===== src/round_robin_quantum_dispatcher_unit_assert.svh =====
// Assertion macros for the round-robin quantum dispatcher.
// Depends on clk and rst_n being visible where a macro is used.
`ifndef ROUND_ROBIN_QUANTUM_DISPATCHER_UNIT_ASSERT_SVH
`define ROUND_ROBIN_QUANTUM_DISPATCHER_UNIT_ASSERT_SVH

// Same-cycle implication, checked at every rising edge outside reset.
`define RRQD_ASSERT_IMPLIES(label, cond, expr) \
    label: assert property (@(posedge clk) disable iff (!rst_n) (cond) |-> (expr)) \
        else $error("dispatcher assertion failed");

// Next-cycle implication, checked at every rising edge outside reset.
`define RRQD_ASSERT_NEXT(label, cond, expr) \
    label: assert property (@(posedge clk) disable iff (!rst_n) (cond) |=> (expr)) \
        else $error("dispatcher assertion failed");

`endif


===== src/rrqd_pkg.sv =====
// Shared types and constants of the round-robin quantum dispatcher.
// No dependencies; used by the front, back and top-level modules.
package rrqd_pkg;

    localparam int MAX_TASKS     = 32;
    localparam int SLOT_W        = $clog2(MAX_TASKS);
    localparam int CNT_W         = $clog2(MAX_TASKS + 1);
    localparam int TASK_SLOT_W   = 5;
    localparam int BURST_W       = 16;
    localparam int QUANTUM_W     = 16;
    localparam logic [QUANTUM_W-1:0] QUANTUM_RESET = 16'd10;
    localparam int QUEUE_DEPTH   = 2;
    localparam int QPTR_W        = $clog2(QUEUE_DEPTH);
    localparam int QCNT_W        = $clog2(QUEUE_DEPTH + 1);

    localparam logic KIND_ADD      = 1'b0;
    localparam logic KIND_DISPATCH = 1'b1;

    typedef enum logic {
        OP_ADD,
        OP_DISPATCH
    } op_t;

    typedef enum logic {
        BACK_IDLE,
        BACK_EXEC
    } back_state_t;

    typedef struct packed {
        logic               kind;
        logic [BURST_W-1:0] burst;
    } req_t;

    typedef struct packed {
        logic [TASK_SLOT_W-1:0] task_slot;
        logic [BURST_W-1:0]     run_time;
        logic                   task_done;
        logic                   none_left;
    } result_t;

    typedef struct packed {
        op_t                op;
        logic [BURST_W-1:0] burst;
    } cmd_t;

    typedef struct packed {
        logic not_empty;
        logic full;
    } queue_stat_t;

endpackage


===== src/rrqd_front.sv =====
// Front end: accepts requests, classifies them into commands and queues them.
// Depends on rrqd_pkg.
module rrqd_front
    import rrqd_pkg::*;
(
    input  logic        clk,
    input  logic        rst_n,
    input  logic        push,
    input  req_t        req,
    input  logic        pop,
    output cmd_t        cmd,
    output queue_stat_t stat
);

    cmd_t              entry_reg [QUEUE_DEPTH];
    logic [QPTR_W-1:0] wr_ptr_reg, wr_ptr_next;
    logic [QPTR_W-1:0] rd_ptr_reg, rd_ptr_next;
    logic [QCNT_W-1:0] count_reg, count_next;
    cmd_t              classified;
    logic              do_pop;

    always_comb
    begin
        classified.op    = (req.kind == KIND_DISPATCH) ? OP_DISPATCH : OP_ADD;
        classified.burst = req.burst;
    end

    assign stat.not_empty = (count_reg != '0);
    assign stat.full      = (count_reg == QCNT_W'(QUEUE_DEPTH));
    assign do_pop         = pop && stat.not_empty;
    assign cmd            = entry_reg[rd_ptr_reg];

    always_comb
    begin
        wr_ptr_next = wr_ptr_reg;
        rd_ptr_next = rd_ptr_reg;
        count_next  = count_reg;
        if (push)
        begin
            wr_ptr_next = (wr_ptr_reg == QPTR_W'(QUEUE_DEPTH - 1)) ? '0 : wr_ptr_reg + 1'b1;
        end
        if (do_pop)
        begin
            rd_ptr_next = (rd_ptr_reg == QPTR_W'(QUEUE_DEPTH - 1)) ? '0 : rd_ptr_reg + 1'b1;
        end
        if (push && !do_pop)
        begin
            count_next = count_reg + 1'b1;
        end
        else if (do_pop && !push)
        begin
            count_next = count_reg - 1'b1;
        end
    end

    always_ff @(posedge clk or negedge rst_n)
    begin
        if (!rst_n)
        begin
            wr_ptr_reg <= '0;
            rd_ptr_reg <= '0;
            count_reg  <= '0;
        end
        else
        begin
            wr_ptr_reg <= wr_ptr_next;
            rd_ptr_reg <= rd_ptr_next;
            count_reg  <= count_next;
        end
    end

    always_ff @(posedge clk)
    begin
        if (push)
        begin
            entry_reg[wr_ptr_reg] <= classified;
        end
    end

endmodule


===== src/rrqd_back.sv =====
// Back end: task table, round-robin slot search and quantum accounting.
// Depends on rrqd_pkg; fed by rrqd_front.
module rrqd_back
    import rrqd_pkg::*;
(
    input  logic                 clk,
    input  logic                 rst_n,
    input  cmd_t                 cmd,
    input  queue_stat_t          qstat,
    input  logic [QUANTUM_W-1:0] quantum,
    output logic                 pop,
    output logic                 idle,
    output logic                 strobe,
    output result_t              result
);

    back_state_t          state_reg, state_next;
    logic [MAX_TASKS-1:0] occ_reg, occ_next;
    logic [CNT_W-1:0]     next_free_reg, next_free_next;
    logic [SLOT_W-1:0]    sp_reg, sp_next;
    logic [SLOT_W-1:0]    slot_reg, slot_next;
    logic                 strobe_reg, strobe_next;
    result_t              result_reg, result_next;

    logic [BURST_W-1:0]   burst_mem [MAX_TASKS];
    logic [BURST_W-1:0]   rd_data_reg;
    logic                 mem_we;
    logic [SLOT_W-1:0]    mem_waddr;
    logic [BURST_W-1:0]   mem_wdata;

    logic [MAX_TASKS-1:0] below_mask;
    logic                 found_below, found_any;
    logic [SLOT_W-1:0]    idx_below, idx_any, found_slot;

    // Highest set bit of a vector, with a found flag.
    function automatic logic [SLOT_W:0] highest_set(input logic [MAX_TASKS-1:0] vec);
        logic [SLOT_W:0] res;
        res = '0;
        for (int i = 0; i < MAX_TASKS; i++)
        begin
            if (vec[i])
            begin
                res = {1'b1, SLOT_W'(i)};
            end
        end
        return res;
    endfunction

    // Search runs downward from just below the serve pointer, then wraps to the top.
    always_comb
    begin
        for (int i = 0; i < MAX_TASKS; i++)
        begin
            below_mask[i] = occ_reg[i] && (SLOT_W'(i) < sp_reg);
        end
        {found_below, idx_below} = highest_set(below_mask);
        {found_any, idx_any}     = highest_set(occ_reg);
        found_slot = found_below ? idx_below : idx_any;
    end

    always_comb
    begin
        state_next     = state_reg;
        occ_next       = occ_reg;
        next_free_next = next_free_reg;
        sp_next        = sp_reg;
        slot_next      = slot_reg;
        strobe_next    = 1'b0;
        result_next    = result_reg;
        pop            = 1'b0;
        mem_we         = 1'b0;
        mem_waddr      = next_free_reg[SLOT_W-1:0];
        mem_wdata      = cmd.burst;
        case (state_reg)
            BACK_IDLE:
            begin
                if (qstat.not_empty)
                begin
                    pop = 1'b1;
                    case (cmd.op)
                        OP_ADD:
                        begin
                            if (next_free_reg < CNT_W'(MAX_TASKS))
                            begin
                                mem_we = 1'b1;
                                occ_next[next_free_reg[SLOT_W-1:0]] = 1'b1;
                                next_free_next = next_free_reg + 1'b1;
                            end
                        end
                        OP_DISPATCH:
                        begin
                            if (found_any)
                            begin
                                slot_next  = found_slot;
                                state_next = BACK_EXEC;
                            end
                            else
                            begin
                                strobe_next           = 1'b1;
                                result_next.task_slot = '0;
                                result_next.run_time  = '0;
                                result_next.task_done = 1'b0;
                                result_next.none_left = 1'b1;
                            end
                        end
                        default:
                        begin
                        end
                    endcase
                end
            end
            BACK_EXEC:
            begin
                mem_we                = 1'b1;
                mem_waddr             = slot_reg;
                sp_next               = slot_reg;
                strobe_next           = 1'b1;
                result_next.task_slot = TASK_SLOT_W'(slot_reg);
                result_next.none_left = 1'b0;
                if (rd_data_reg > quantum)
                begin
                    mem_wdata             = rd_data_reg - quantum;
                    result_next.run_time  = quantum;
                    result_next.task_done = 1'b0;
                end
                else
                begin
                    mem_wdata             = '0;
                    result_next.run_time  = rd_data_reg;
                    result_next.task_done = 1'b1;
                    occ_next[slot_reg]    = 1'b0;
                end
                state_next = BACK_IDLE;
            end
            default:
            begin
                state_next = BACK_IDLE;
            end
        endcase
    end

    always_ff @(posedge clk or negedge rst_n)
    begin
        if (!rst_n)
        begin
            state_reg     <= BACK_IDLE;
            occ_reg       <= '0;
            next_free_reg <= '0;
            sp_reg        <= '0;
            strobe_reg    <= 1'b0;
        end
        else
        begin
            state_reg     <= state_next;
            occ_reg       <= occ_next;
            next_free_reg <= next_free_next;
            sp_reg        <= sp_next;
            strobe_reg    <= strobe_next;
        end
    end

    always_ff @(posedge clk)
    begin
        slot_reg   <= slot_next;
        result_reg <= result_next;
    end

    always_ff @(posedge clk)
    begin
        if (mem_we)
        begin
            burst_mem[mem_waddr] <= mem_wdata;
        end
        rd_data_reg <= burst_mem[found_slot];
    end

    assign idle   = (state_reg == BACK_IDLE);
    assign strobe = strobe_reg;
    assign result = result_reg;

endmodule


===== src/round_robin_quantum_dispatcher_unit.sv =====
// A dispatch request that serves a task goes through the slot search and table read,
// then the table update; when no task remains, the slot search reports it directly.
// Throughput: one add per cycle while the back end is idle; a serving dispatch holds the
// back end through the table read-modify-write; a 2-entry queue absorbs bursts. Results cannot stall.
// Reset (rst_n, async, active low): table empty, pointers zero, quantum back to 10.
// Depends on rrqd_pkg, rrqd_front, rrqd_back and the assertion macro header.
`include "round_robin_quantum_dispatcher_unit_assert.svh"

module round_robin_quantum_dispatcher_unit
    import rrqd_pkg::*;
(
    input  logic                 clk,
    input  logic                 rst_n,
    // Request channel: accepted when start is high and busy is low.
    input  logic                 start,
    output logic                 busy,
    input  req_t                 req,
    // Result channel: each result is valid for exactly one cycle while strobe is high.
    output logic                 strobe,
    output result_t              result,
    // Quantum register write channel.
    input  logic                 cfg_valid,
    output logic                 cfg_ready,
    input  logic [QUANTUM_W-1:0] cfg_data
);

    logic [QUANTUM_W-1:0] quantum_reg;
    logic                 push;
    logic                 pop;
    logic                 back_idle;
    cmd_t                 cmd;
    queue_stat_t          qstat;

    // The queue decouples acceptance from execution, so a new request can be
    // taken while the back end is still working on a dispatch. Busy is raised
    // only when the queue has no free entry.
    assign busy      = qstat.full;
    assign push      = start && !busy;
    // The quantum register can always take a write; software must write it only
    // while the dispatcher is idle, which the block itself does not enforce.
    assign cfg_ready = 1'b1;

    always_ff @(posedge clk or negedge rst_n)
    begin
        if (!rst_n)
        begin
            quantum_reg <= QUANTUM_RESET;
        end
        else if (cfg_valid && cfg_ready)
        begin
            quantum_reg <= cfg_data;
        end
    end

    // Front end: classifies each accepted request into an add or a dispatch
    // command and holds it until the back end is free.
    rrqd_front u_front (
        .clk   (clk),
        .rst_n (rst_n),
        .push  (push),
        .req   (req),
        .pop   (pop),
        .cmd   (cmd),
        .stat  (qstat)
    );

    // Back end: owns the task table. An add is finished in the cycle it is
    // popped. A dispatch first searches the occupancy bits for the next slot
    // below the serve pointer (wrapping to the newest) and reads that slot's
    // remaining burst, then updates it in the following cycle.
    rrqd_back u_back (
        .clk     (clk),
        .rst_n   (rst_n),
        .cmd     (cmd),
        .qstat   (qstat),
        .quantum (quantum_reg),
        .pop     (pop),
        .idle    (back_idle),
        .strobe  (strobe),
        .result  (result)
    );

    // An empty-table report carries no slot, run time or completion.
    `RRQD_ASSERT_IMPLIES(a_none_left_zero, strobe && result.none_left, result.task_slot == '0 && result.run_time == '0 && !result.task_done)

    // With nothing queued and the back end idle, no result can appear next cycle.
    `RRQD_ASSERT_NEXT(a_no_spurious_result, back_idle && !qstat.not_empty, !strobe)

    // A dispatch in flight blocks the queue from being drained.
    `RRQD_ASSERT_IMPLIES(a_no_pop_while_exec, !back_idle, !pop)

endmodule

===== config.mk =====
export PLATFORM = sky130hd
export DESIGN_NAME = round_robin_quantum_dispatcher_unit
export DESIGN_NICKNAME = d
export VERILOG_FILES = /design/src/rrqd_pkg.sv /design/src/rrqd_front.sv /design/src/rrqd_back.sv /design/src/round_robin_quantum_dispatcher_unit.sv
export VERILOG_INCLUDE_DIRS = /design/src /design/src/src
export SDC_FILE = /design/constraint.sdc
export NUM_CORES = 1
export LEC_CHECK = 0
export BUFFER_PORTS_ARGS = -buffer_cell sky130_fd_sc_hd__buf_2
export CORE_UTILIZATION = 60
export CTS_BUF_LIST = sky130_fd_sc_hd__clkbuf_8 sky130_fd_sc_hd__clkbuf_16
export DETAILED_ROUTE_END_ITERATION = 10
export PLACE_DENSITY_LB_ADDON = 0.15
export SLEW_MARGIN = 30
export SYNTH_ARGS = -nofsm -noshare
export SYNTH_HDL_FRONTEND = slang
export SYNTH_SLANG_ARGS = --single-unit

===== constraint.sdc =====
create_clock -name clk -period 4.5 [get_ports clk]
set_input_delay 0 -clock clk [delete_from_list [all_inputs] [get_ports clk]]
set_output_delay 0 -clock clk [all_outputs]
set_load 0.01 [all_outputs]

==> impl_metrics.tcl <==
set metrics [dict create \
    status "finished clean" \
    num-nets-final 2320 \
    synth_warnings 0 \
    synth_top_area_share 0.6161 \
    vias 18789 \
    cp.required_ns 4.97 \
    rows 78 \
    clock_latency_ns 0.61 \
    drv_cap 0 \
    area_growth_pct 15.87 \
    grt_start_max_net_pins 75 \
    drc 0 \
    cts_buffer_depth 3 \
    numCtsBuffers 67 \
    detail-route-antenna-nets 0 \
    rsz0062_at_grt "false" \
    netlist_top_cells_count "574 x edfxtp_1, 233 x nand2_1, 177 x mux2i_1, 156 x nor2_1, 78 x o21ai_0" \
    grt_usage 0.3215 \
    drv_slew 0 \
    setup_viol 0 \
    fillers 3067 \
    finish.utilization 0.7097 \
    largest_reg_flops 512 \
    tightest_slew_ns 0.9995 \
    viasPerCell 6.448 \
    htreeDepth 3 \
    synthCells 2077 \
    hold_viol_final 0 \
    min_path_type "in2async" \
    root_buffer "clkbuf_16" \
    cts.sinks 655 \
    drtIter0Drc 2702 \
    drive_gt1_frac 0.1427 \
    post-route-min-period_ns 4.384 \
    finalWeightedCongestion 0.9454 \
    antenna_found_initial 1 \
    grt_pass1_wl_mm 112.3 \
    dpl-instance-area_um2 29480 \
    ys_types 83 \
    async_flop_share 0.09924 \
    end_kind "register" \
    syn-num-nets 2136 \
    synth_top_area_cell "edfxtp_1" \
    clkTransAtPathRegs_ns 0.07 \
    crit_arrival_ns 4.85 \
    cts_tree "done" \
    syn_area_um2 27980 \
    final_cell_area_um2 32420 \
    routedWlPerCell_um 25.67 \
    port_buffers 61 \
    wl_met3_mm 7.121 \
    fp.dieH_um 217.9 \
    path_class "reg2reg" \
    wirelength_mm 74.80 \
    start_util 0.6125 \
    pin_count 63 \
    die_area_um2 47490 \
    fin_skew_ns 0.02123 \
    wl_met2_mm 35.80 \
    synth-seq-cells 655 \
    dr.pass1.iters 6 \
    die_x_um 217.9 \
    fp.coreArea_um2 45670 \
    m1WireLength_mm 29.01 \
    fin_setup_tns_ns 0 \
    worst-path-max-fanout 20 \
    fin_crit_sh 0.9741 \
    dpl.cell_count 2725 \
    ys.flop_type "edfxtp_1" \
    synth_top_cells_by_area "edfxtp_1 62%, mux2i_1 6.3%, dfrtp_1 5.6%" \
    max_freq_mhz 228.1 \
    synth_most_common_cell "edfxtp_1" \
    grt_pass1_vias 18379 \
    overflow 0 \
    avgSynthCellArea_um2 13.47 \
    relSlewSlack 0.3337 \
    cp-start-kind "register" \
    dp_hpwl_mm 45.98 \
    ys_seq_area_frac 0.6858 \
    fin_cells 2914 \
    dr.max_layer_used "met4" \
    synth-edff-count 574 \
]
[through the flow]
step	hold WS [ns]	worst slack, ns
floorplan	-0.2956	0.4797
global placement	-0.1285	0.1300
detailed placement	-0.1202	0.1094
CTS	0.1053	0.05173
global route	0.1353	0.009051
finish	0.08590	0.1164
[final timing paths]
check	start	endpoint	slack, ns	depth (start not counted)
max	u_back.sp_reg[1]$_DFFE_PN0P_	u_back.rd_data_reg[14]$_DFF_P_	0.12	13
min	rst_n	quantum_reg[4]$_DFFE_PN0P_	0.09	3
max reg2reg	u_back.sp_reg[1]$_DFFE_PN0P_	u_back.rd_data_reg[14]$_DFF_P_	0.12	13
min reg2reg	u_front.wr_ptr_reg$_DFFE_PN0P_	u_front.wr_ptr_reg$_DFFE_PN0P_	0.51	1
max in group asynchronous	rst_n	quantum_reg[8]$_DFFE_PN0P_	3.69	3
min in group clk	req[6]	u_front.entry_reg[0][6]$_DFFE_PP_	0.14	2
[placed cells by master (no fill, tap or decap), types with 9 or more instances in the layout]
cell type,netlist,layout
nor3_1,12,11
o21ai_0,78,75
o31ai_1,12,12
a211oi_1,70,67
xor2_1,9,9
and2_1,10,10
dfxtp_1,16,16
nand3_1,68,68
a21boi_1,13,13
edfxtp_1,574,574
nor2b_1,9,9
dfrtp_1,63,62
clkinv_1,1,11
mux2i_1,177,177
o22ai_2,0,11
nor2_1,156,156
inv_1,38,52
a21boi_2,10,10
o21bai_1,20,20
nor4_1,27,26
xnor2_1,13,13
buf_4,5,104
nand2_1,233,233
ha_1,21,21
nand4_1,9,9
a311oi_1,16,16
a21boi_0,23,23
buf_2,33,61
clkbuf_16,0,70
a21o_1,19,19
clkinv_2,0,10
a31oi_1,18,17
o2111ai_1,16,16
a21oi_1,58,56
a22oi_1,32,32
and3_1,12,12
dlygate4sd3_1,0,67
[routing by layer]
metal,vias up,track usage
met2,1010,0.5184
met5,-,0
li1,8270,-
met3,182,0.06053
met1,9327,0.4342
met4,0,0.1254
[kinds of logic (layout without fill, tap and decap cells)]
kind of cell               Yosys count  in the layout  share of synthesized area
DFF                                655            655                     0.6858
xor gates and xnor gates            22             22                   0.006888
and+or+nand+nor                    576            576                    0.09209
other                                1              2                  0.0001340
AOI/OAI and AO/OA                  457            457                     0.1146
muxes                              179            179                    0.06414
buffers and inverters              165            401                    0.02625
adders and majority gates           22             22                    0.01011
[critical path, stage by stage (launching register included)]
cell	delay, ns
dfrtp_1	0.59
o211a_1	0.30
o21ai_0	0.37
nand3_1	0.17
or4b_1	0.60
or4b_4	0.58
nand2_2	0.11
inv_4	0.13
buf_4	0.27
mux2i_1	0.15
mux2i_1	0.21
a211oi_1	0.13
buf_4	0.20
nor4_4	0.42
[timing repair]
| action | CTS | global route |
|---|---|---|
| resized for setup | 0 | 6 |
| setup endpoints to repair | 0 | 11 |
| setup buffers | 0 | 0 |
| endpoints found under the hold margin | 115 | 0 |
| hold buffers | 67 | 0 |
[cell type report]
type / count / area [um^2] / area share
flip-flops and latches: 655 / 19190 / 0.5919
multi-input cells: 1257 / 8199 / 0.2529
repair buffers: 239 / 1888 / 0.05824
clock buffers: 71 / 1765 / 0.05446
well taps: 600 / 750.7 / 0.02316
clock inverters: 50 / 466.7 / 0.01440
inverters: 41 / 156.4 / 0.004825
diodes: 1 / 2.502 / 0.00007720
Power is left out: the tool's default activity adds up to more than one toggle a clock period on the data nets, which glitch-free logic cannot reach.
